### src/rtl/dense_matrix_product_engine_defines.svh
// Assertion macros used by the matrix product engine back end.
`ifndef DENSE_MATRIX_PRODUCT_ENGINE_DEFINES_SVH
`define DENSE_MATRIX_PRODUCT_ENGINE_DEFINES_SVH

// Same-cycle implication, off while reset is high.
`define DMPE_CHECK(label, clk, rst, ante, cons) \
  label: assert property (@(posedge clk) disable iff (rst) (ante) |-> (cons)) \
    else $error("dmpe check failed");

// Next-cycle implication, off while reset is high.
`define DMPE_CHECK_NEXT(label, clk, rst, ante, cons) \
  label: assert property (@(posedge clk) disable iff (rst) (ante) |=> (cons)) \
    else $error("dmpe next-cycle check failed");

`endif

### src/rtl/dmpe_pkg.sv
// Types, constants and codes of the dense matrix product engine.
package dmpe_pkg;

  localparam int MAX_N     = 16;
  localparam int MEM_DEPTH = MAX_N * MAX_N;
  localparam int ADDR_W    = (MEM_DEPTH > 1) ? $clog2(MEM_DEPTH) : 1;
  localparam int N_W       = $clog2(MAX_N + 1);
  localparam int K_W       = (MAX_N > 1) ? $clog2(MAX_N) : 1;
  localparam int ACC_W     = 64 + N_W;
  localparam int Q_DEPTH   = 2;
  localparam int Q_PTR_W   = (Q_DEPTH > 1) ? $clog2(Q_DEPTH) : 1;
  localparam int Q_CNT_W   = $clog2(Q_DEPTH + 1);
  localparam int CFG_W     = 5;

  // Input kinds.
  localparam logic [1:0] KIND_LOAD_A = 2'd0;
  localparam logic [1:0] KIND_LOAD_B = 2'd1;
  localparam logic [1:0] KIND_QUERY  = 2'd2;

  // Commands handed from front to back.
  localparam logic [1:0] OP_LOAD_A = 2'd0;
  localparam logic [1:0] OP_LOAD_B = 2'd1;
  localparam logic [1:0] OP_QUERY  = 2'd2;
  localparam logic [1:0] OP_ZERO   = 2'd3;

  typedef struct packed {
    logic [1:0]         kind;
    logic [3:0]         row;
    logic [3:0]         col;
    logic signed [31:0] value;
  } in_item_t;

  typedef struct packed {
    logic signed [63:0] product;
    logic               overflow;
  } out_item_t;

  typedef struct packed {
    logic [1:0]         op;
    logic [3:0]         row;
    logic [3:0]         col;
    logic signed [31:0] value;
    logic [N_W-1:0]     n;
  } cmd_t;

endpackage

### src/rtl/dmpe_front.sv
// Front end: size register and classification of incoming items.
module dmpe_front (
  input  logic              clk,
  input  logic              rst,
  input  logic              cfg_we,
  input  logic [dmpe_pkg::CFG_W-1:0] cfg_data,
  input  logic              push,
  input  dmpe_pkg::in_item_t item,
  output logic              full,
  input  logic              q_full,
  output logic              q_push,
  output dmpe_pkg::cmd_t    q_cmd
);

  logic [dmpe_pkg::CFG_W-1:0] size;
  logic [dmpe_pkg::N_W-1:0]   eff_n;
  logic                       in_store;
  logic                       in_matrix;
  logic                       keep;

  always_ff @(posedge clk) begin
    if (rst) begin
      size <= dmpe_pkg::CFG_W'(dmpe_pkg::MAX_N);
    end else if (cfg_we) begin
      size <= cfg_data;
    end
  end

  // Clamp the size register into 1..MAX_N.
  always_comb begin
    if (size == '0) begin
      eff_n = dmpe_pkg::N_W'(1);
    end else if (int'(size) > dmpe_pkg::MAX_N) begin
      eff_n = dmpe_pkg::N_W'(dmpe_pkg::MAX_N);
    end else begin
      eff_n = dmpe_pkg::N_W'(size);
    end
  end

  assign in_store  = (int'(item.row) < dmpe_pkg::MAX_N) && (int'(item.col) < dmpe_pkg::MAX_N);
  assign in_matrix = (int'(item.row) < int'(eff_n)) && (int'(item.col) < int'(eff_n));

  // Drop unused kinds and loads outside the storage; queries outside the matrix become zero commands.
  always_comb begin
    q_cmd.row   = item.row;
    q_cmd.col   = item.col;
    q_cmd.value = item.value;
    q_cmd.n     = eff_n;
    q_cmd.op    = dmpe_pkg::OP_ZERO;
    keep        = 1'b0;
    unique case (item.kind)
      dmpe_pkg::KIND_LOAD_A: begin
        q_cmd.op = dmpe_pkg::OP_LOAD_A;
        keep     = in_store;
      end
      dmpe_pkg::KIND_LOAD_B: begin
        q_cmd.op = dmpe_pkg::OP_LOAD_B;
        keep     = in_store;
      end
      dmpe_pkg::KIND_QUERY: begin
        q_cmd.op = in_matrix ? dmpe_pkg::OP_QUERY : dmpe_pkg::OP_ZERO;
        keep     = 1'b1;
      end
      default: begin
        keep = 1'b0;
      end
    endcase
  end

  assign full   = q_full;
  assign q_push = push && !q_full && keep;

endmodule

### config.mk
export PLATFORM = sky130hd
export DESIGN_NAME = dmpe_front
export DESIGN_NICKNAME = d
export VERILOG_FILES = /design/src/rtl/dense_matrix_product_engine_defines.svh /design/src/rtl/dmpe_pkg.sv /design/src/rtl/dmpe_front.sv
export SDC_FILE = /design/constraint.sdc
export NUM_CORES = 1
export LEC_CHECK = 0
export ABC_AREA = 0
export BUFFER_PORTS_ARGS = -buffer_cell sky130_fd_sc_hd__buf_2
export CELL_PAD_IN_SITES_DETAIL_PLACEMENT = 2
export CELL_PAD_IN_SITES_GLOBAL_PLACEMENT = 2
export CORE_ASPECT_RATIO = 0.5
export CORE_MARGIN = 10
export CORE_UTILIZATION = 14
export CTS_BUF_LIST = sky130_fd_sc_hd__clkbuf_4 sky130_fd_sc_hd__clkbuf_8
export CTS_CLUSTER_SIZE = 20
export DETAILED_ROUTE_END_ITERATION = 8
export HOLD_SLACK_MARGIN = 0.15
export MAX_ROUTING_LAYER = met4
export PLACE_DENSITY = 0.88
export RECOVER_POWER = 25
export SLEW_MARGIN = 20
export SYNTH_ARGS = -nofsm -noshare
export SYNTH_HDL_FRONTEND = slang
export SYNTH_SLANG_ARGS = --single-unit
export TNS_END_PERCENT = 50
### constraint.sdc
create_clock -name clk -period 1.85 [get_ports clk]
set_input_delay 0 -clock clk [delete_from_list [all_inputs] [get_ports clk]]
set_output_delay 0 -clock clk [all_outputs]
set_load 0.01 [all_outputs]
==> summary.txt, run 1 <==
Run status
  • Status: complete, no violations

Critical path
  • Crit path max-delay family: compound AO/OA/AOI/OAI gates
  • CP Capture Type: output port
  • Critical path's largest stage delay: 0.34 ns
  • Buf/Inv on CP: 1
  • Req. time, crit path: 1.85 ns
  • CP arrival: 1.71 ns
  • Slowest-stage cell, CP: dfxtp_1
  • Max FO, Critical Path: 5
  • Crit start category: register
  • Crit path kind: reg2out
  • Worst-path cell chain: nand2b_4 -> ha_4 -> nand4b_4 -> a21oi_1 -> o21ai_0 -> a31oi_1 -> buf_2

Detailed routing
  • Via count: 719
  • Drt first pass iters: 2
  • Drt first-iter violations: 3
  • Drt wl/cell: roughly 17 um
  • Final WL: ~3500 um
  • DR vias/cell: approximately 3.6
  • DRC viols: 0
  • ANT nets after route: 0

Synthesis
  • Mapped Cells: 95
  • Mapped Avg Cell Area: around 8 um2
  • Synthesized area: approximately 760 um2
  • Syn_nets: between 150 and 200
  • Flops & latches, synth: 5
  • Distinct cells, synth: 20
  • Post-synthesis sequential area ratio: 13.1%
  • Synth warn: 0

GRT
  • Total grt overflow: 0
  • First-pass GRT wire length: ~4800 um
  • Vias in the first global route: about 830
  • Initial antenna violation count: 0
  • All-Layer GR Usage: under 10%
  • Largest net degree at the start of global routing: 9

Pwr
  • P_int: between 300 and 400 uW
  • Leak: approximately 0.00057 uW
  • Clk pwr share: 36.6%
  • Psw: between 150 and 200 uW
  • Overall power: 569 uW
  • Worst vdd ir: around 0.15 mV
  • Logic pwr share: between 40 and 50%
  • PD cells: approximately 460 nW/um2
  • Sw frac: approximately a third
  • Sequential Power Share: between 20 and 25%

Timing
  • Final setup vio count: 0
  • Setup_tns: 0 ns
  • Slew headroom: 78.4%
  • RSZ-0062 raised after global routing: no
  • Fin. Hold Viols: 0
  • Crit share post-route: between 90% and 100%
  • Max Fclk: 0.585 GHz
  • Setup WS post-layout: approximately 0.14 ns
  • Final min period: around 1.7 ns
  • Max-slew violations: 0
  • Worst-Margin Slew: between 0.3 and 0.4 ns
  • Worst Clk Skew: 0 ns

Final layout
  • Area Growth Syn to Fin: 61.7%
  • Layout fillers: 597
  • Largest register FFs: 5
  • Proportion of layout cells with a drive suffix above 1: between 30% and 40%
  • Antenna Cells: 0
  • Final Core Density: approximately a quarter
  • Nets@finish: ~190
  • Reg with most FFs: size
  • Largest registers: size x5

Clocking
  • Htree depth: 1
  • TritonCTS clock tree: yes
  • Worst-Skew Late Latency: ~0.22 ns
  • Clk sinks: 5
  • CTS Buf Count: 3
  • Max clock buf depth: 2
  • Clock slew seen by the registers of the worst setup and hold paths: around 0.040 ns
  • Post-CTS Repair Setup Buffers: 0
  • Clk root buf: clkbuf_8

Floorplan
  • FP Rows: 18
  • Area of the core: 5090 um2
  • Die area: between 8000 and 9000 um2
  • Die X: 125 um
  • I/O Pins: approximately 100
  • Effective utilization at floorplan: 15.0%
  • Die Height: between 70 and 80 um

Place
  • Placer Congestion: 0.687
  • HPWL Detailed: between 1500 and 2000 um
  • Post-Place Setup Slack: around 0.28 ns
  • IO Port Bufs: 36

Min path
  • HP Class: in2reg

Flow run
  • Max-Cap Viols: 0
cell type report:
class / instances / area [um2] / share of cell area [%]
timing repair buffer: 76 / 564 / 45.6
multi-input combinational: 39 / 415 / 33.6
sequential: 5 / 100 / 8.10
tap: 70 / 87.6 / 7.08
clock buffer: 3 / 41.3 / 3.34
inverter: 6 / 22.5 / 1.82
clock inverter: 1 / 5.00 / 0.405
synthesized netlist by cell type, drive strengths merged:
master | count | area [um2]
mux2i | 4 | 40.0
o21bai | 1 | 7.51
a211o | 1 | 8.76
ha | 6 | 75.1
nor2b | 1 | 6.26
clkbuf | 1 | 3.75
a211oi | 1 | 7.51
o21ai | 2 | 10.0
dfxtp | 5 | 100
a21oi | 4 | 20.0
nor3b | 2 | 15.0
buf | 44 | 329
a31oi | 1 | 6.26
inv | 6 | 22.5
nor2 | 8 | 30.0
nand2b | 4 | 25.0
nand4b | 2 | 47.6
nor3 | 2 | 10.0
cell usage in the layout (no fill, tap or decap):
| cell type | instances |
|---|---|
| a211o_1 | 1 |
| a211oi_1 | 1 |
| a21oi_1 | 3 |
| a21oi_2 | 1 |
| a31oi_1 | 1 |
| buf_2 | 25 |
| buf_4 | 1 |
| clkbuf_1 | 11 |
| clkbuf_8 | 3 |
| clkinv_2 | 1 |
| dfxtp_1 | 5 |
| dlygate4sd3_1 | 39 |
| ha_4 | 6 |
| inv_1 | 6 |
| mux2i_1 | 4 |
| nand2b_1 | 1 |
| nand2b_4 | 3 |
| nand4b_4 | 2 |
| nor2_1 | 8 |
| nor2b_1 | 1 |
| nor3_1 | 2 |
| nor3b_1 | 1 |
| nor3b_2 | 1 |
| o21ai_0 | 2 |
| o21bai_1 | 1 |
path summary, 6_finish.rpt:
kind                             start              endpoint  slack [ns]  cells past startpoint
setup / recovery  size[4]$_SDFFE_PP1P_             q_cmd[45]        0.14                      7
hold / removal                  cfg_we  size[3]$_SDFFE_PP0P_        0.14                      3
setup reg to reg  size[4]$_SDFFE_PP1P_  size[4]$_SDFFE_PP1P_        0.31                      4
hold reg to reg   size[3]$_SDFFE_PP0P_  size[3]$_SDFFE_PP0P_        0.58                      2
stage by stage:
stage / area (um2) / hold slack (ns) / std cells
floorplan: 764 / 0.0463 / 95
global placement: 707 / 0.0000686 / 157
detailed placement: 707 / 0.0000686 / 157
CTS: 1140 / 0.151 / 200
global route: 1240 / 0.168 / 200
finish: 1240 / 0.142 / 200
routing by layer:
metal / routed length, um / vias up / track usage (%)
met5: 0 / - / -
met4: 14 / 0 / 1.93
met3: 304 / 2 / 2.83
met2: 2100 / 56 / 14.1
met1: 1040 / 326 / 5.25
li1: - / 335 / -
kinds of logic after synthesis:
family / after synthesis / share of synthesized area, %
AOI/OAI and AO/OA: 10 / 7.86
adders and majority gates: 6 / 9.82
buffers and inverters: 51 / 46.5
DFF: 5 / 13.1
muxes: 4 / 5.24
and+or+nand+nor: 19 / 17.5
power groups by stage:
stage	combinational, uW	clock, uW	sequential [uW]
finish	236	209	125
CTS	218	214	121
global route	258	222	126
global placement	120	0	123
floorplan	155	0	121
detailed placement	124	0	123
what timing repair did:
item	CTS	global route
endpoints found under the setup margin	0	1
resized for setup	0	14
endpoints found under the hold margin	37	0
hold buffers	39	0
worst min-delay path: cells and delay by family:
kind          cells  cell delay (ns)
mux               1             0.09
buf+inv           1             0.17
simple gates      1             0.07
Note: power is estimated with default switching activity, not from simulation.
==> run 2, diff against run 1 <==
--- a/config.mk
+++ b/config.mk
@@ -10,7 +10,7 @@
 export CELL_PAD_IN_SITES_DETAIL_PLACEMENT = 2
 export CELL_PAD_IN_SITES_GLOBAL_PLACEMENT = 2
 export CORE_ASPECT_RATIO = 0.5
-export CORE_MARGIN = 10
+export CORE_MARGIN = 4
 export CORE_UTILIZATION = 14
 export CTS_BUF_LIST = sky130_fd_sc_hd__clkbuf_4 sky130_fd_sc_hd__clkbuf_8
 export CTS_CLUSTER_SIZE = 20
==> run 2 against run 1 <==
Effect of this change:
- register-to-register slack about the same
- routed wire length down 20%
- setup slack worse by 0.011 ns
- die area down 25%
- clock power up 4%
- hold slack better by 0.016 ns
- sequential power about the same
- first-iteration DRC count rose to 5.3 times the previous value
- critical path depth unchanged
==> summary.txt, run 2 (synthesis gave the netlist of run 1 again) <==
Clocking
  • Max clock buf depth: 2
  • CTS Buf Count: 3
  • Clk sinks: 5
  • Worst-Skew Late Latency: 0.22 ns
  • TritonCTS clock tree: yes
  • Clk root buf: clkbuf_8
  • Htree depth: 1
  • Post-CTS Repair Setup Buffers: 0
  • Clock slew seen by the registers of the worst setup and hold paths: approximately 0.030 ns

Detailed routing
  • ANT nets after route: 0
  • Drt wl/cell: around 14 um
  • Final WL: 2760 um
  • DRC viols: 0
  • Via count: just over 700
  • Drt first-iter violations: 16
  • DR vias/cell: between 3 and 4
  • Drt first pass iters: 2

Place
  • IO Port Bufs: 36
  • HPWL Detailed: about 2000 um
  • Placer Congestion: around 0.74

GRT
  • Total grt overflow: 0
  • Initial antenna violation count: 0
  • All-Layer GR Usage: under 10%
  • Vias in the first global route: approximately 840
  • Largest net degree at the start of global routing: 9
  • First-pass GRT wire length: slightly below 4000 um

Pwr
  • P_int: roughly 400 uW
  • Sequential Power Share: 21.7%
  • Psw: approximately 160 uW
  • Clk pwr share: 38.4%
  • Logic pwr share: between 30% and 40%
  • Worst vdd ir: 0.130 mV
  • Leak: 0.000560 uW
  • PD cells: around 470 nW/um2
  • Sw frac: roughly 29%

Final layout
  • Most frequent cells in the layout: dlygate4sd3_1 (39), buf_2 (25), clkbuf_1 (11)
  • FF/Latch Area: 100 um2
  • Reg with most FFs: size
  • Nets@finish: roughly 190
  • Final Core Density: between 20% and 30%
  • Antenna Cells: 0
  • Proportion of layout cells with a drive suffix above 1: a little under a third
  • Multi-input gate area: 383 um2
  • Largest register FFs: 5
  • Area Growth Syn to Fin: 57.8%
  • Commonest non-fill, non-tap cell in the layout: dlygate4sd3_1
  • Layout fillers: a little under 600
  • Largest registers: size x5

Timing
  • Slew headroom: between 80% and 90%
  • Worst-Margin Slew: 0.291 ns
  • Fin. Hold Viols: 0
  • Setup_tns: 0 ns
  • Crit share post-route: just over 90%
  • Final setup vio count: 0
  • Final min period: 1.72 ns
  • Max Fclk: roughly 0.58 GHz
  • Worst Clk Skew: 0 ns
  • RSZ-0062 raised after global routing: no
  • Max-slew violations: 0

Run status
  • Status: complete, no violations

Critical path
  • Crit start category: register
  • Req. time, crit path: approximately 1.9 ns
  • Max FO, Critical Path: 5
  • CP Capture Type: output port
  • CP arrival: between 1.5 and 2 ns
  • Crit path kind: reg2out

Min path
  • HP Class: in2reg

Flow run
  • Max-Cap Viols: 0

Floorplan
  • Area of the core: 5090 um2
  • Effective utilization at floorplan: 15.0%
  • I/O Pins: 101
  • Die X: roughly 110 um
  • Die area: 6780 um2
  • Die Height: ~60 um
  • FP Rows: 18
run 2: cell count changes in the layout (fill, tap and decap cells not counted), sizes merged:
| cell | delta |
|---|---|
| clkbuf | +1 |
| clkinv | -1 |
run 2: what timing repair did:
| item | in CTS | in global routing |
|---|---|---|
| hold endpoints to repair | 37 | 0 |
| endpoints found under the setup margin | 0 | 1 |
| resized for setup | 0 | 10 |
| hold buffers | 39 | 0 |
run 2: path summary, 6_finish.rpt:
check,startpoint,end,slack [ns],depth (start not counted)
worst max-delay path,size[4]$_SDFFE_PP1P_,q_cmd[45],0.13,7
worst min-delay path,cfg_we,size[3]$_SDFFE_PP0P_,0.16,3
worst max register to register,size[4]$_SDFFE_PP1P_,size[4]$_SDFFE_PP1P_,0.32,4
worst min register to register,size[0]$_SDFFE_PP0P_,size[0]$_SDFFE_PP0P_,0.57,2
run 2: power groups by stage:
stage	Clock, uW	Sequential, uW	Combinational [uW]
final	217	123	225
after global routing	227	124	248
after CTS	224	121	215
after detailed placement	0	123	123
after global placement	0	123	118
after floorplan	0	121	155
run 2: area by class of cell:
type	count	share of cell area [%]
timing repair buffer	76	46.8
clock buffer	4	4.05
multi-input combinational	39	31.7
inverter	6	1.87
sequential	5	8.30
tap	70	7.26
run 2: metal layers:
layer	wire length (um)	vias to the layer above	track usage [%]
met5	0	-	-
met4	36	0	3.08
met3	235	5	2.73
met2	1670	48	16.5
met1	821	336	6.03
li1	-	335	-
run 2: critical path, cell delays in order, from the launching register on:
cell and delay, ns:
dfxtp_1 0.33, nand2b_1 0.20, ha_1 0.33, nand4b_4 0.10
a21oi_1 0.12, o21ai_0 0.09, a31oi_1 0.17, buf_2 0.15
run 2: stage by stage:
stage / power (uW) / cell area [um2] / hold slack, ns / worst slack [ns] / std cells
floorplan: 276 / 764 / 0.0463 / 0.387 / 95
global placement: 240 / 707 / 0.0000686 / 0.341 / 157
detailed placement: 246 / 707 / 0.0000686 / 0.248 / 157
CTS: 560 / 1150 / 0.166 / 0.00574 / 200
global route: 599 / 1210 / 0.215 / 0.000459 / 200
finish: 565 / 1210 / 0.158 / 0.130 / 200
==> run 3, diff against run 2 <==
--- a/config.mk
+++ b/config.mk
@@ -11,13 +11,13 @@
 export CELL_PAD_IN_SITES_GLOBAL_PLACEMENT = 2
 export CORE_ASPECT_RATIO = 0.5
 export CORE_MARGIN = 4
-export CORE_UTILIZATION = 14
-export CTS_BUF_LIST = sky130_fd_sc_hd__clkbuf_4 sky130_fd_sc_hd__clkbuf_8
+export CORE_UTILIZATION = 13
+export CTS_BUF_LIST = sky130_fd_sc_hd__clkbuf_16
 export CTS_CLUSTER_SIZE = 20
 export DETAILED_ROUTE_END_ITERATION = 8
 export HOLD_SLACK_MARGIN = 0.15
 export MAX_ROUTING_LAYER = met4
-export PLACE_DENSITY = 0.88
+export PLACE_DENSITY = 0.83
 export RECOVER_POWER = 25
 export SLEW_MARGIN = 20
 export SYNTH_ARGS = -nofsm -noshare
==> run 3 against run 2 <==
Effect of this change:
- cell count is 1.5% higher
- power is 24% higher
- sequential power about the same
- sequential share of layout area fell by 0.24 points
- final area is 3.0% higher
- critical path depth stayed put
- count of clock-buffer cells in the layout shrank 1
- clock power grew 62%
==> summary.txt, run 3 (synthesis gave the netlist of run 1 again) <==
GRT
  • Top Usage Layer GRT: met2
  • All-Layer GR Usage: approximately 6%
  • Met1 usage: 5.88%
  • Largest net degree at the start of global routing: 9
  • Met2 Usage GRT: about an eighth
  • First-pass GRT wire length: around 3500 um
  • Initial antenna violation count: 0
  • Vias in the first global route: between 700 and 800
  • Grt met3 use: less than 1%
  • Total grt overflow: 0

Critical path
  • Worst Setup EP: q_cmd[45]
  • CP Capture Type: output port
  • Critical path's largest stage delay: between 0.4 and 0.5 ns
  • Slowest-stage cell, CP: dfxtp_1
  • Worst Setup SP: size[4]$_SDFFE_PP1P_
  • Worst-path cell chain: nand2b_4 -> ha_4 -> a21oi_2 -> nor3b_1 -> nor3_1 -> a31oi_1 -> buf_2
  • R2R Path Start: size[4]$_SDFFE_PP1P_
  • Crit start category: register
  • R2r setup slk: around 0.30 ns
  • Reg2Reg Capture Point: size[4]$_SDFFE_PP1P_
  • CP arrival: about 1.7 ns
  • FF-to-FF path depth: 4
  • Req. time, crit path: 1.85 ns
  • Crit path kind: reg2out
  • Max FO, Critical Path: 5

Clocking
  • CTS Buf Count: 3
  • Max clock buf depth: 2
  • Clk sinks: 5
  • Clk root buf: clkbuf_16
  • Worst-Skew Late Latency: between 0.2 and 0.25 ns
  • Clock slew seen by the registers of the worst setup and hold paths: 0.03 ns
  • TritonCTS clock tree: yes
  • Htree depth: 1

Final layout
  • Post-route insts no fill: between 200 and 250
  • Most frequent cells in the layout: dlygate4sd3_1 (39), buf_2 (25), clkbuf_1 (11)
  • Commonest non-fill, non-tap cell in the layout: dlygate4sd3_1
  • Reg with most FFs: size
  • Proportion of layout cells with a drive suffix above 1: approximately 30%
  • Largest register FFs: 5
  • Layout fillers: just over 600
  • Antenna Cells: 0
  • Final Core Density: roughly 22%
  • Largest registers: size x5
  • Nets@finish: 189
  • Area Growth Syn to Fin: 62.5%

Floorplan
  • Die X: approximately 120 um
  • Area of the core: 5590 um2
  • I/O Pins: 101
  • Die Height: 62.2 um
  • Effective utilization at floorplan: a little over an eighth
  • Die area: just over 7000 um2
  • FP Rows: 19

Pwr
  • Leak: just under 0.0006 uW
  • Worst vdd ir: between 0.15 and 0.2 mV
  • PD cells: between 500 and 600 nW/um2

Run status
  • Status: complete, no violations

Timing
  • Worst-Margin Slew: ~0.3 ns
  • Final setup vio count: 0
  • Worst Clk Skew: 0 ns
  • Slew headroom: 80.1%
  • Fin. Hold Viols: 0
  • Final min period: approximately 1.7 ns
  • Max-slew violations: 0
  • Setup_tns: 0 ns
  • Max Fclk: around 0.59 GHz
  • Crit share post-route: about nine tenths

Min path
  • HP Class: in2reg
  • Hold path startpoint: cfg_we

Flow run
  • Max-Cap Viols: 0

Place
  • Placed Cells: 160
  • IO Port Bufs: 36
  • Placer Congestion: 0.612
  • HPWL Detailed: between 1500 and 2000 um

Detailed routing
  • DRC viols: 0
  • Final WL: approximately 2400 um
  • Drt first-iter violations: 6
  • Drt first pass iters: 3
  • DR vias/cell: 3.54
  • Drt wl/cell: between 10 and 15 um
  • ANT nets after route: 0
  • Via count: 718
## run 3: changes by cell type in the layout (fill, tap and decap cells not counted), sizes merged
cell / before / now
inv: 6 / 7
clkbuf: 15 / 14
## run 3: worst max-delay path: cells and delay by family (launching register included)
| kind | cells | cell delay (ns) |
|---|---|---|
| simple gates | 3 | 0.45 |
| flops | 1 | 0.41 |
| compound gates | 2 | 0.23 |
| fa+ha+maj | 1 | 0.22 |
| buf+inv | 1 | 0.15 |
## run 3: per-layer routing
| layer | wire length [um] | up-vias |
|---|---|---|
| met5 | 0 | - |
| met4 | 42 | 0 |
| met3 | 151 | 4 |
| met2 | 1360 | 51 |
| met1 | 841 | 325 |
| li1 | - | 338 |
## run 3: how the worst min path moves through the flow
stage,slack (ns),cells past startpoint,to
global placement,0.00007,0,q_cmd[13]
floorplan,0.05,1,q_push
CTS,0.16,3,size[2]$_SDFFE_PP0P_
detailed placement,0.00007,0,q_cmd[13]
finish,0.16,3,size[1]$_SDFFE_PP0P_
global route,0.20,3,size[2]$_SDFFE_PP0P_
## run 3: what timing repair did
item,in CTS,in global routing
setup endpoints to repair,0,1
hold buffers,39,0
hold endpoints to repair,37,0
gates resized for setup,0,10
setup buffers,0,0
## run 3: cell type report
| type | instances | area, um2 | share of cell area [%] |
|---|---|---|---|
| timing repair buffer | 76 | 564 | 45.4 |
| multi-input combinational | 39 | 385 | 31.0 |
| sequential | 5 | 100 | 8.06 |
| tap | 73 | 91.3 | 7.35 |
| clock buffer | 3 | 75.1 | 6.04 |
| inverter | 6 | 22.5 | 1.81 |
| clock inverter | 1 | 3.75 | 0.302 |
## run 3: where the power goes
group / switching (uW) / internal, uW
registers: 9.11 / 115
logic: 99.9 / 124
clock network: 71.8 / 280
## run 3: per-stage QoR
step	setup WS, ns	hold slack, ns	power [uW]	instance area (um2)
floorplan	0.387	0.0463	276	764
global route	-0.00318	0.198	736	1240
finish	0.158	0.162	700	1240
global placement	0.328	0.0000686	241	711
detailed placement	0.254	0.0000686	246	711
CTS	0.0114	0.161	688	1180
