File: src/rtl/dense_matrix_product_engine_defines.svh
// Assertion macros used by the matrix product engine back end.
`ifndef DENSE_MATRIX_PRODUCT_ENGINE_DEFINES_SVH
`define DENSE_MATRIX_PRODUCT_ENGINE_DEFINES_SVH

// Same-cycle implication, off while reset is high.
`define DMPE_CHECK(label, clk, rst, ante, cons) \
  label: assert property (@(posedge clk) disable iff (rst) (ante) |-> (cons)) \
    else $error("dmpe check failed");

// Next-cycle implication, off while reset is high.
`define DMPE_CHECK_NEXT(label, clk, rst, ante, cons) \
  label: assert property (@(posedge clk) disable iff (rst) (ante) |=> (cons)) \
    else $error("dmpe next-cycle check failed");

`endif

File: src/rtl/dmpe_pkg.sv
// Types, constants and codes of the dense matrix product engine.
package dmpe_pkg;

  localparam int MAX_N     = 16;
  localparam int MEM_DEPTH = MAX_N * MAX_N;
  localparam int ADDR_W    = (MEM_DEPTH > 1) ? $clog2(MEM_DEPTH) : 1;
  localparam int N_W       = $clog2(MAX_N + 1);
  localparam int K_W       = (MAX_N > 1) ? $clog2(MAX_N) : 1;
  localparam int ACC_W     = 64 + N_W;
  localparam int Q_DEPTH   = 2;
  localparam int Q_PTR_W   = (Q_DEPTH > 1) ? $clog2(Q_DEPTH) : 1;
  localparam int Q_CNT_W   = $clog2(Q_DEPTH + 1);
  localparam int CFG_W     = 5;

  // Input kinds.
  localparam logic [1:0] KIND_LOAD_A = 2'd0;
  localparam logic [1:0] KIND_LOAD_B = 2'd1;
  localparam logic [1:0] KIND_QUERY  = 2'd2;

  // Commands handed from front to back.
  localparam logic [1:0] OP_LOAD_A = 2'd0;
  localparam logic [1:0] OP_LOAD_B = 2'd1;
  localparam logic [1:0] OP_QUERY  = 2'd2;
  localparam logic [1:0] OP_ZERO   = 2'd3;

  typedef struct packed {
    logic [1:0]         kind;
    logic [3:0]         row;
    logic [3:0]         col;
    logic signed [31:0] value;
  } in_item_t;

  typedef struct packed {
    logic signed [63:0] product;
    logic               overflow;
  } out_item_t;

  typedef struct packed {
    logic [1:0]         op;
    logic [3:0]         row;
    logic [3:0]         col;
    logic signed [31:0] value;
    logic [N_W-1:0]     n;
  } cmd_t;

endpackage

File: src/rtl/dmpe_cmd_queue.sv
// Short command queue between front and back.
module dmpe_cmd_queue (
  input  logic           clk,
  input  logic           rst,
  input  logic           push_en,
  input  dmpe_pkg::cmd_t push_cmd,
  output logic           full,
  input  logic           pop_en,
  output logic           empty,
  output dmpe_pkg::cmd_t head
);

  dmpe_pkg::cmd_t                slots [dmpe_pkg::Q_DEPTH];
  logic [dmpe_pkg::Q_PTR_W-1:0]  wr_ptr;
  logic [dmpe_pkg::Q_PTR_W-1:0]  rd_ptr;
  logic [dmpe_pkg::Q_CNT_W-1:0]  count;
  logic                          do_push;
  logic                          do_pop;

  assign full    = (int'(count) == dmpe_pkg::Q_DEPTH);
  assign empty   = (count == '0);
  assign do_push = push_en && !full;
  assign do_pop  = pop_en && !empty;
  assign head    = slots[rd_ptr];

  always_ff @(posedge clk) begin
    if (rst) begin
      wr_ptr <= '0;
      rd_ptr <= '0;
      count  <= '0;
    end else begin
      if (do_push) begin
        wr_ptr <= (int'(wr_ptr) == dmpe_pkg::Q_DEPTH - 1) ? '0 : wr_ptr + 1'b1;
      end
      if (do_pop) begin
        rd_ptr <= (int'(rd_ptr) == dmpe_pkg::Q_DEPTH - 1) ? '0 : rd_ptr + 1'b1;
      end
      if (do_push && !do_pop) begin
        count <= count + 1'b1;
      end else if (do_pop && !do_push) begin
        count <= count - 1'b1;
      end
    end
  end

  always_ff @(posedge clk) begin
    if (do_push) begin
      slots[wr_ptr] <= push_cmd;
    end
  end

endmodule

File: config.mk
export PLATFORM = sky130hd
export DESIGN_NAME = dmpe_cmd_queue
export DESIGN_NICKNAME = d
export VERILOG_FILES = /design/src/rtl/dense_matrix_product_engine_defines.svh /design/src/rtl/dmpe_pkg.sv /design/src/rtl/dmpe_cmd_queue.sv
export SDC_FILE = /design/constraint.sdc
export NUM_CORES = 1
export LEC_CHECK = 0
export BUFFER_PORTS_ARGS = -buffer_cell sky130_fd_sc_hd__buf_4
export CORE_MARGIN = 2
export CORE_UTILIZATION = 50
export CTS_BUF_LIST = sky130_fd_sc_hd__clkbuf_4
export DETAILED_ROUTE_END_ITERATION = 6
export GPL_TIMING_DRIVEN = 0
export PLACE_DENSITY = 0.77
export SLEW_MARGIN = 15
export SYNTH_ARGS = -nofsm -noshare
export SYNTH_HDL_FRONTEND = slang
export SYNTH_SLANG_ARGS = --single-unit
File: constraint.sdc
create_clock -name clk -period 2.63 [get_ports clk]
set_input_delay 0.1315 -clock clk [delete_from_list [all_inputs] [get_ports clk]]
set_output_delay 0.1315 -clock clk [all_outputs]
set_load 0.01 [all_outputs]
==> run_results.csv, run 1 <==
group,metric,value,unit
clock_network,clock_tree.buffer_depth,2,
floorplan,initial_core_utilization,52.32,%
worst_setup_path,critical_path.cell_chain,"buf_2 -> buf_6 -> mux2_2 -> buf_4",
floorplan,die_area,7923,sq um
floorplan,dieWidth,89.01,microns
layout,fill_cell_count,449,
global_routing,global_route.overflow_total,0,
sta,finalSetupViolCount,0,
layout,syn2layout_area_growth,41.45,%
detailed_routing,dr_total_vias,2065,
pwr,p_switching,1.133,mW
global_routing,grt_start_max_net_pins,33,
layout,layout.cells.most_common_list,"sky130_fd_sc_hd__buf_4, sky130_fd_sc_hd__edfxtp_1, sky130_fd_sc_hd__dlygate4sd3_1",
sta,finClkSkew,0.01800,ns
synthesis,post_synth_num_cell_types,14,
synthesis,yosys_register_bits,99,
worst_setup_path,critPathRequiredTime,2.50,ns
clock_network,cts.htree.levels,3,
placement,detailedPlacementHpwl,4264,microns
layout,layout-drive-gt1-share,50.89,%
synthesis,synth-seq-area-share,80.89,%
layout,regArea,2923,sq um
floorplan,rows,30,
worst_setup_path,cp.arrival,1.73,ns
detailed_routing,route.antenna.remaining_nets,0,
floorplan,boundaryPins,100,
synthesis,synthesis.area_per_instance,21.13,sq um
min_path,hold_path_startpoint,"push_en",
placement,gp_congestion,0.7226,
pwr,share_comb_of_total_power,33.3,%
layout,layout.cells.most_common,"sky130_fd_sc_hd__buf_4",
pwr,irDropWorstVdd,0.4833,mV
min_path,min_path_type,"input port to flop",
synthesis,synthesis.area,3613,sq um
layout,num_antenna_cells,0,
worst_setup_path,critical_path.n_buffers_inverters,3,
status,run_status,"complete, no violations",
clock_network,cts-root-buf,"sky130_fd_sc_hd__clkbuf_4",
global_routing,first_global_vias,2227,
floorplan,core_region_area,6907,sq um
global_routing,initial_antenna_violation_count,0,
pwr,p_leak,1.936,nW
sta,post-route-period-util,70.63,%
layout,layout.core_utilization,74.00,%
sta,fmax,538.3,MHz
layout,final_cell_count_no_fill,432,
worst_setup_path,worst_path_dominant_cell_family,"buffers and inverters",
placement,io_buffers,99,
sta,rsz0062_at_grt,"no",
detailed_routing,drt-pass1-iter-count,4,
placement,post_placement_cell_count,368,
worst_setup_path,critPathMaxFanout,10,
worst_setup_path,cp-end-kind,"output port",
sta,finalWorstPathRequiredPeriod,1.858,ns
floorplan,die_h,89.01,microns
clock_network,cts.sink_count,99,
pwr,internal_power,2.925,mW
sta,worst-slew-pin-transition,0.5138,ns
sta,timing.slew.headroom,65.75,%
layout,multiInputGateArea,640.6,sq um
detailed_routing,drt_drc_violations_left,0,
worst_setup_path,criticalPathCategory,"flop to output port",
pwr,pwr_density_cell,793.9,nW/um^2
flow_run,max_cap_viol_count,0,
clock_network,clk_pin_slew_worst_paths,0.14,ns
detailed_routing,wl_per_cell,15.90,microns
worst_setup_path,slowest_delay,0.35,ns
pwr,clockPowerShare,16.4,%
worst_setup_path,slowest_stage,"sky130_fd_sc_hd__dfxtp_1",
worst_setup_path,crit_path_start_kind,"flop",
synthesis,yosysWarningCount,0,
global_routing,global_route_wire_length_before_repair,10230,microns
pwr,pwr-share-seq,50.3,%
clock_network,cts_inserted_buffers,9,
clock_network,cts_tree,"done",
detailed_routing,initialDrtViolationCount,104,
sta,finalHoldViolCount,0,
synthesis,synth.net_count,223,
detailed_routing,drt-vias-per-instance,4.780,
worst_setup_path,worst-r2r-setup-slack,0.85,ns
sta,hold-worst-slack,0.09674,ns
pwr,p_sw_share,27.92,%
synthesis,syn-instance-count,171,
detailed_routing,postRouteWirelength,6869,microns
clock_network,insertion_delay,0.42,ns
layout,fin_nets,383,
global_routing,grt_usage,17.67,%
sta,finalMaxSlewViolations,0,
worst_setup_path,r2r_start,"count[0]$_SDFFE_PP0P_",
## power by group through the flow
stage | combinational, mW | sequential, mW | clock [mW]
after floorplan | 0.713 | 2.06 | 0
after global placement | 1.26 | 2.08 | 0
after detailed placement | 1.31 | 2.08 | 0
after CTS | 1.37 | 2.04 | 0.692
after global routing | 1.46 | 2.06 | 0.752
final | 1.35 | 2.04 | 0.667
## synth_stat cells
library cell                n  area share [%]
sky130_fd_sc_hd__a21oi_1    2            0.28
sky130_fd_sc_hd__buf_2      2            0.28
sky130_fd_sc_hd__dfxtp_1    5             2.8
sky130_fd_sc_hd__buf_6      3            0.93
sky130_fd_sc_hd__nor2b_2    1            0.24
sky130_fd_sc_hd__inv_1      2            0.21
sky130_fd_sc_hd__ha_1       1            0.35
sky130_fd_sc_hd__or3_1      2            0.35
sky130_fd_sc_hd__and2_1     1            0.17
sky130_fd_sc_hd__edfxtp_1  94              78
sky130_fd_sc_hd__nor2_1     5            0.52
sky130_fd_sc_hd__xor2_1     3            0.73
sky130_fd_sc_hd__mux2_2    47              15
sky130_fd_sc_hd__o21ai_0    3            0.42
## metrics by stage
stage	power, mW	cell area (sq um)	worst slack, ns	setup TNS, ns
final	4.058	5111	0.7725	0
after floorplan	2.778	3613	0.4577	0
after detailed placement	3.383	4518	0.8462	0
after global placement	3.335	4477	-0.1910	-12.18
after global routing	4.268	5111	0.6661	0
after CTS	4.101	5111	0.7258	0
## kinds of logic after synthesis
logic type | Yosys count | share of synthesized area, %
and+or+nand+nor | 9 | 1.281
xor gates and xnor gates | 3 | 0.7273
DFF | 99 | 80.89
muxes | 47 | 14.65
buffers and inverters | 7 | 1.420
adders and majority gates | 1 | 0.3462
AOI/OAI and AO/OA | 5 | 0.6924
## per-layer routing
layer	routed length, microns	part of all wire (%)	up-vias	track usage (%)
li1	-	-	983	-
met1	2758	40	999	19.46
met2	3702	54	75	32.70
met3	324	4.7	8	4.432
met4	84	1.2	0	6.920
met5	0	0	-	0
## tightest hold or removal path: cells and delay by family
family | cells | cell delay (ns)
AOI/OAI and AO/OA | 2 | 0.22
buffers and inverters | 2 | 0.13
## flip-flops by register name (all words and copies together), names as in the netlist, named ones only
signal	flops
count	2
wr_ptr	1
rd_ptr	1
slots	94
## cell type report
class / count / area share [%]
Multi-Input combinational cell: 65 / 12.53
Inverter: 2 / 0.1469
Clock inverter: 5 / 0.5875
Sequential cell: 99 / 57.18
Tap cell: 96 / 2.350
Clock buffer: 11 / 1.616
Buffer: 5 / 0.8568
Timing Repair Buffer: 149 / 24.72
## final timing paths
path / to / cells past startpoint
setup reg to reg: slots[0][11]$_DFFE_PP_ / 4
hold / removal: wr_ptr$_SDFFE_PP0P_ / 4
hold reg to reg: wr_ptr$_SDFFE_PP0P_ / 2
setup / recovery: head[20] / 4
## repair_timing
action	CTS	global route
hold endpoints to repair	99	0
hold buffers	48	0
resized for setup	0	0
buffers inserted	0	0
Power figures use the tool's default switching activity.
==> run 2: changes to the inputs <==
--- a/config.mk
+++ b/config.mk
@@ -5,13 +5,14 @@
 export SDC_FILE = /design/constraint.sdc
 export NUM_CORES = 1
 export LEC_CHECK = 0
+export ABC_AREA = 1
 export BUFFER_PORTS_ARGS = -buffer_cell sky130_fd_sc_hd__buf_4
 export CORE_MARGIN = 2
-export CORE_UTILIZATION = 50
+export CORE_UTILIZATION = 49
 export CTS_BUF_LIST = sky130_fd_sc_hd__clkbuf_4
 export DETAILED_ROUTE_END_ITERATION = 6
 export GPL_TIMING_DRIVEN = 0
-export PLACE_DENSITY = 0.77
+export PLACE_DENSITY = 0.78
 export SLEW_MARGIN = 15
 export SYNTH_ARGS = -nofsm -noshare
 export SYNTH_HDL_FRONTEND = slang
==> constraint.sdc (replaced) <==
create_clock -name clk -period 1.5 [get_ports clk]
set_input_delay 0.075 -clock clk [delete_from_list [all_inputs] [get_ports clk]]
set_output_delay 0.075 -clock clk [all_outputs]
set_load 0.01 [all_outputs]
==> run_results.csv, run 2 <==
group,metric,value,unit
synthesis,synth_area_leaders,"sky130_fd_sc_hd__edfxtp_1, sky130_fd_sc_hd__mux2_4, sky130_fd_sc_hd__mux2_2",
worst_setup_path,cp.arrival,1.54,ns
synthesis,yosys_register_bits,99,
sta,worst-slew-pin-transition,0.3910,ns
global_routing,grt_start_max_net_pins,25,
sta,fmax,618.2,MHz
layout,layout.cells.most_common,"sky130_fd_sc_hd__edfxtp_1",
placement,gp_congestion,0.6722,
layout,number_of_flip_flops_under_the_largest_register_name,94,
flow_run,max_cap_viol_count,0,
layout,syn2layout_area_growth,50.20,%
status,run_status,"complete, but fails checks",
detailed_routing,drt-pass1-iter-count,4,
min_path,min_path_type,"input port to flop",
global_routing,initial_antenna_violation_count,0,
synthesis,synth-seq-area-share,77.71,%
clock_network,cts_tree,"done",
worst_setup_path,criticalPathCategory,"flop to output port",
worst_setup_path,cp-end-kind,"output port",
floorplan,core_region_area,7331,sq um
sta,setup_tns,-4.163,ns
placement,detailedPlace.worstSlack,-0.2487,ns
sta,finalHoldViolCount,0,
layout,fin_nets,408,
floorplan,dieWidth,91.61,microns
detailed_routing,drt_drc_violations_left,0,
synthesis,synth_largest_type_area_fraction,75.05,%
min_path,hold_path_startpoint,"push_en",
layout,layout.core_utilization,77.06,%
pwr,internal_power,5.875,mW
clock_network,cts-root-buf,"sky130_fd_sc_hd__clkbuf_4",
clock_network,cts_inserted_buffers,9,
synthesis,synth.net_count,235,
worst_setup_path,critical_path.n_buffers_inverters,3,
global_routing,grt_usage,17.28,%
pwr,clockPowerShare,18.9,%
layout,largest-register,"slots",
detailed_routing,wl_per_cell,15.51,microns
detailed_routing,drt-vias-per-instance,4.804,
layout,design_area,5649,sq um
global_routing,global_route_wire_length_before_repair,10960,microns
placement,io_buffers,99,
global_routing,global_route.overflow_total,0,
worst_setup_path,critPathRequiredTime,1.42,ns
worst_setup_path,slowest_stage,"sky130_fd_sc_hd__dfxtp_2",
worst_setup_path,critical-path-top-cell-by-count,"sky130_fd_sc_hd__buf_4",
sta,finClkSkew,0.01321,ns
clock_network,cts.sink_count,99,
detailed_routing,route.antenna.remaining_nets,0,
pwr,p_leak,2.225,nW
worst_setup_path,crit_path_start_kind,"flop",
sta,rsz0062_at_grt,"yes",
sta,timing.slew.headroom,73.87,%
sta,post-route-period-util,107.8,%
floorplan,die_h,91.61,microns
placement,detailedPlacementHpwl,4158,microns
synthesis,synthesis.area_per_instance,20.55,sq um
layout,num_antenna_cells,0,
clock_network,cts.htree.levels,3,
pwr,share_comb_of_total_power,35.7,%
synthesis,synth_edf_count,94,
pwr,p_switching,2.145,mW
worst_setup_path,critPathMaxFanout,7,
worst_setup_path,worst_path_dominant_cell_family,"buffers and inverters",
synthesis,yosys_most_used_dff,"sky130_fd_sc_hd__edfxtp_1",
sta,finalWorstSetupSlack,-0.1175,ns
layout,final_cell_count_no_fill,460,
detailed_routing,dr_total_vias,2210,
synthesis,synth_most_common_cell,"sky130_fd_sc_hd__edfxtp_1",
floorplan,initial_core_utilization,51.31,%
synthesis,synth_common_cells,"sky130_fd_sc_hd__edfxtp_1, sky130_fd_sc_hd__mux2_4, sky130_fd_sc_hd__mux2_2",
floorplan,boundaryPins,100,
layout,largest_registers,"slots (94), count (2)",
detailed_routing,initialDrtViolationCount,64,
layout,layout-drive-gt1-share,52.91,%
floorplan,rows,31,
worst_setup_path,r2r_start,"count[1]$_SDFFE_PP0P_",
sta,finalWorstPathRequiredPeriod,1.618,ns
synthesis,synthesis.area,3761,sq um
sta,finalMaxSlewViolations,0,
worst_setup_path,slowest_delay,0.37,ns
synthesis,post_synth_num_cell_types,17,
pwr,pwr_density_cell,1420,nW/um^2
clock_network,insertion_delay,0.42,ns
detailed_routing,postRouteWirelength,7136,microns
clock_network,clock_tree.buffer_depth,2,
placement,post_placement_cell_count,383,
synthesis,synth_top_cell_by_area,"sky130_fd_sc_hd__edfxtp_1",
global_routing,first_global_vias,2337,
floorplan,die_area,8392,sq um
worst_setup_path,critical_path.cell_chain,"buf_8 -> buf_4 -> mux2_2 -> buf_4",
synthesis,yosysWarningCount,0,
status,violations,"negative setup slack",
clock_network,clk_pin_slew_worst_paths,0.14,ns
pwr,pwr-share-seq,45.3,%
layout,layout.cells.most_common_list,"sky130_fd_sc_hd__edfxtp_1, sky130_fd_sc_hd__buf_4, sky130_fd_sc_hd__dlygate4sd3_1",
pwr,irDropWorstVdd,1.000,mV
placement,place_area,4702,sq um
pwr,p_sw_share,26.75,%
synthesis,ys_async_sr_fraction,0,%
sta,finalSetupViolCount,47,
synthesis,syn-instance-count,183,
run 2: cells by family (layout without fill, tap and decap cells):
family                     count (synthesis)  in the layout  synth area share, %
muxes                                     47             47                17.07
and+or+nand+nor                           16             18                1.763
adders and majority gates                  1              1               0.3326
buffers and inverters                     14            190                2.229
AOI/OAI and AO/OA                          6              6               0.8979
DFF                                       99             99                77.71
run 2: final cells by class:
cell class | count | area (sq um)
buffer | 5 | 82.58
tap | 99 | 123.9
multi-input combinational | 72 | 830.8
clock buffer | 11 | 82.58
fill | 417 | 1682
timing repair buffer | 160 | 1489
inverter | 9 | 33.78
sequential | 99 | 2928
clock inverter | 5 | 78.83
run 2: what timing repair did:
action / CTS / global route
gates resized for setup: 42 / 12
buffers inserted: 11 / 0
hold buffers: 48 / 0
endpoints found under the hold margin: 99 / 0
pin swaps: 3 / 0
setup endpoints to repair: 143 / 49
cloned: 2 / 0
run 2: worst paths after layout:
kind | end | slack, ns | depth (start not counted)
worst max-delay path | head[31] | -0.12 | 4
worst min-delay path | wr_ptr$_SDFFE_PP0P_ | 0.11 | 5
worst max register to register | count[0]$_SDFFE_PP0P_ | 0.11 | 6
worst min register to register | flop | 0.60 | 3
run 2: layer usage:
metal,GRT usage (%),share of wire (%),vias up
met5,0,0,-
met4,6.692,1.6,0
met3,3.698,4.6,16
met2,31.68,55,73
met1,19.62,38,1076
li1,-,-,1045
run 2: per-stage QoR:
step,power (mW),hold slack [ns]
6_report,8.020,0.1092
5_1_grt,8.363,0.08986
4_1_cts,7.992,0.04127
3_5_place_dp,5.995,0.2630
3_3_place_gp,5.869,0.2594
2_1_floorplan,4.995,0.1739
run 2: worst min-delay path: stages:
cell                      delay (ns)
sky130_fd_sc_hd__buf_4          0.10
sky130_fd_sc_hd__o21ai_4        0.07
sky130_fd_sc_hd__inv_2          0.09
sky130_fd_sc_hd__nor2_1         0.06
sky130_fd_sc_hd__nor2_1         0.11
run 2: power groups by stage:
stage,Combinational (mW),Sequential (mW),Clock (mW)
CTS,2.80,3.63,1.56
floorplan,1.34,3.66,0
global placement,2.20,3.67,0
finish,2.87,3.64,1.52
global route,3.04,3.68,1.64
detailed placement,2.30,3.69,0
==> run 3: changes to the inputs <==
--- a/config.mk
+++ b/config.mk
@@ -8,11 +8,11 @@
 export ABC_AREA = 1
 export BUFFER_PORTS_ARGS = -buffer_cell sky130_fd_sc_hd__buf_4
 export CORE_MARGIN = 2
-export CORE_UTILIZATION = 49
+export CORE_UTILIZATION = 50
 export CTS_BUF_LIST = sky130_fd_sc_hd__clkbuf_4
 export DETAILED_ROUTE_END_ITERATION = 6
 export GPL_TIMING_DRIVEN = 0
-export PLACE_DENSITY = 0.78
+export PLACE_DENSITY = 0.76
 export SLEW_MARGIN = 15
 export SYNTH_ARGS = -nofsm -noshare
 export SYNTH_HDL_FRONTEND = slang
==> constraint.sdc (replaced) <==
create_clock -name clk -period 1.8 [get_ports clk]
set_input_delay 0.09 -clock clk [delete_from_list [all_inputs] [get_ports clk]]
set_output_delay 0.09 -clock clk [all_outputs]
set_load 0.01 [all_outputs]
==> run_results.csv, run 3 (synthesized netlist as in run 2, its figures left out) <==
group,metric,value,unit
layout,layout-drive-gt1-share,50.57,%
detailed_routing,drt-vias-per-instance,4.694,
pwr,pwr_density_cell,1172,nW/um^2
sta,finalWorstSetupSlack,0.1032,ns
placement,place_area,4683,sq um
sta,fmax,589.3,MHz
sta,timing.slew.headroom,56.83,%
pwr,p_sw_share,26.67,%
pwr,internal_power,4.628,mW
global_routing,global_route_wire_length_before_repair,10760,microns
detailed_routing,initialDrtViolationCount,50,
floorplan,die_h,90.73,microns
clock_network,cts.htree.levels,3,
worst_setup_path,critPathMaxFanout,10,
sta,finalSetupViolCount,0,
layout,number_of_flip_flops_under_the_largest_register_name,94,
pwr,pwr-share-seq,47.8,%
min_path,min_path_type,"input port to flop",
placement,io_buffers,99,
floorplan,rows,31,
placement,gp_congestion,0.7137,
detailed_routing,dr_total_vias,2117,
sta,finalWorstPathRequiredPeriod,1.697,ns
global_routing,global_route.overflow_total,0,
clock_network,cts_tree,"done",
clock_network,clock_tree.buffer_depth,2,
layout,layout.cells.most_common_list,"sky130_fd_sc_hd__buf_4, sky130_fd_sc_hd__edfxtp_1, sky130_fd_sc_hd__dlygate4sd3_1",
sta,post-route-period-util,94.27,%
floorplan,initial_core_utilization,51.85,%
worst_setup_path,critPathRequiredTime,1.71,ns
pwr,p_switching,1.683,mW
sta,finClkSkew,0.01207,ns
pwr,irDropWorstVdd,0.9135,mV
layout,fin_nets,399,
sta,finalMaxSlewViolations,0,
clock_network,cts_inserted_buffers,9,
detailed_routing,drt_drc_violations_left,0,
clock_network,cts.sink_count,99,
placement,detailedPlacementHpwl,4114,microns
global_routing,initial_antenna_violation_count,0,
pwr,clockPowerShare,20.0,%
detailed_routing,wl_per_cell,14.68,microns
worst_setup_path,crit_path_start_kind,"flop",
detailed_routing,drt-pass1-iter-count,4,
detailed_routing,postRouteWirelength,6622,microns
layout,largest-register,"slots",
layout,largest_registers,"slots (94), count (2)",
floorplan,dieWidth,90.73,microns
global_routing,grt_start_max_net_pins,29,
detailed_routing,route.antenna.remaining_nets,0,
clock_network,cts-root-buf,"sky130_fd_sc_hd__clkbuf_4",
layout,syn2layout_area_growth,43.15,%
worst_setup_path,criticalPathCategory,"flop to output port",
placement,detailedPlace.worstSlack,0.02181,ns
layout,layout.cells.most_common,"sky130_fd_sc_hd__buf_4",
sta,worst-slew-pin-transition,0.6460,ns
floorplan,die_area,8232,sq um
global_routing,grt_usage,17.22,%
sta,finalHoldViolCount,0,
clock_network,clk_pin_slew_worst_paths,0.14,ns
pwr,share_comb_of_total_power,32.2,%
layout,design_area,5384,sq um
layout,num_antenna_cells,0,
global_routing,first_global_vias,2277,
pwr,p_leak,2.121,nW
clock_network,insertion_delay,0.42,ns
floorplan,boundaryPins,100,
worst_setup_path,cp.arrival,1.61,ns
sta,rsz0062_at_grt,"yes",
worst_setup_path,cp-end-kind,"output port",
floorplan,core_region_area,7253,sq um
flow_run,max_cap_viol_count,0,
status,run_status,"complete, no violations",
[run 3: cell count changes in the layout (fill, tap and decap cells not counted), sizes merged]
cell | previous run | this run
nor2 | 11 | 9
clkbuf | 11 | 10
buf | 117 | 110
clkinv | 1 | 3
clkinvlp | 2 | 1
[run 3: area by class of cell]
type                            instances  area, sq um
Buffer                                  5        66.31
Clock buffer                           10        75.07
Clock inverter                          6        90.09
Fill cell                             447         1869
Inverter                                9        33.78
Multi-Input combinational cell         70        777.0
Sequential cell                        99         2924
Tap cell                               99        123.9
Timing Repair Buffer                  153         1294
[run 3: worst max-delay path, cell delays in order (launching register included)]
cell and delay [ns]:
sky130_fd_sc_hd__dfxtp_1 0.37, sky130_fd_sc_hd__buf_6 0.17, sky130_fd_sc_hd__buf_8 0.18, sky130_fd_sc_hd__mux2_4 0.32, sky130_fd_sc_hd__buf_4 0.14
[run 3: through the flow]
step / setup TNS [ns] / hold slack (ns) / utilization (%) / power (mW) / std cells
final: 0 / 0.1059 / 74.23 / 6.311 / 451
after global routing: -0.006009 / 0.07890 / 74.23 / 6.622 / 451
after CTS: 0 / 0.08580 / 73.49 / 6.302 / 447
after detailed placement: 0 / 0.2775 / 64.57 / 4.951 / 383
after global placement: -99.31 / 0.2750 / 63.88 / 4.866 / 381
after floorplan: -32.65 / 0.1889 / - / 4.140 / 183
[run 3: repair_timing]
action | CTS | global route
hold endpoints to repair | 99 | 0
hold buffers | 48 | 0
gates cloned | 0 | 0
resized for setup | 1 | 6
setup endpoints to repair | 9 | 88
buffers inserted | 0 | 4
[run 3: layer usage]
layer | wire (microns) | part of all wire [%] | vias up | GRT usage, %
met1 | 2562 | 39 | 1020 | 18.45
met4 | 89 | 1.3 | 0 | 5.513
li1 | - | - | 1026 | -
met3 | 337 | 5.1 | 7 | 5.593
met2 | 3632 | 55 | 64 | 31.90
met5 | 0 | 0 | - | 0
[run 3: final timing paths]
path                                            start                      to  slack [ns]  cells after the start
worst max-delay path                             flop                head[19]        0.10                      4
worst min-delay path                          push_en     wr_ptr$_SDFFE_PP0P_        0.11                      4
worst min register to register    rd_ptr$_SDFFE_PP0P_                    flop        0.58                      3
worst max register to register  count[1]$_SDFFE_PP0P_  slots[1][32]$_DFFE_PP_        0.14                      4
[run 3: power by group through the flow]
stage | sequential, mW | combinational (mW) | clock [mW]
detailed placement | 3.06 | 1.89 | 0
global placement | 3.06 | 1.81 | 0
floorplan | 3.04 | 1.10 | 0
global route | 3.06 | 2.18 | 1.39
CTS | 3.01 | 1.98 | 1.31
finish | 3.02 | 2.03 | 1.26
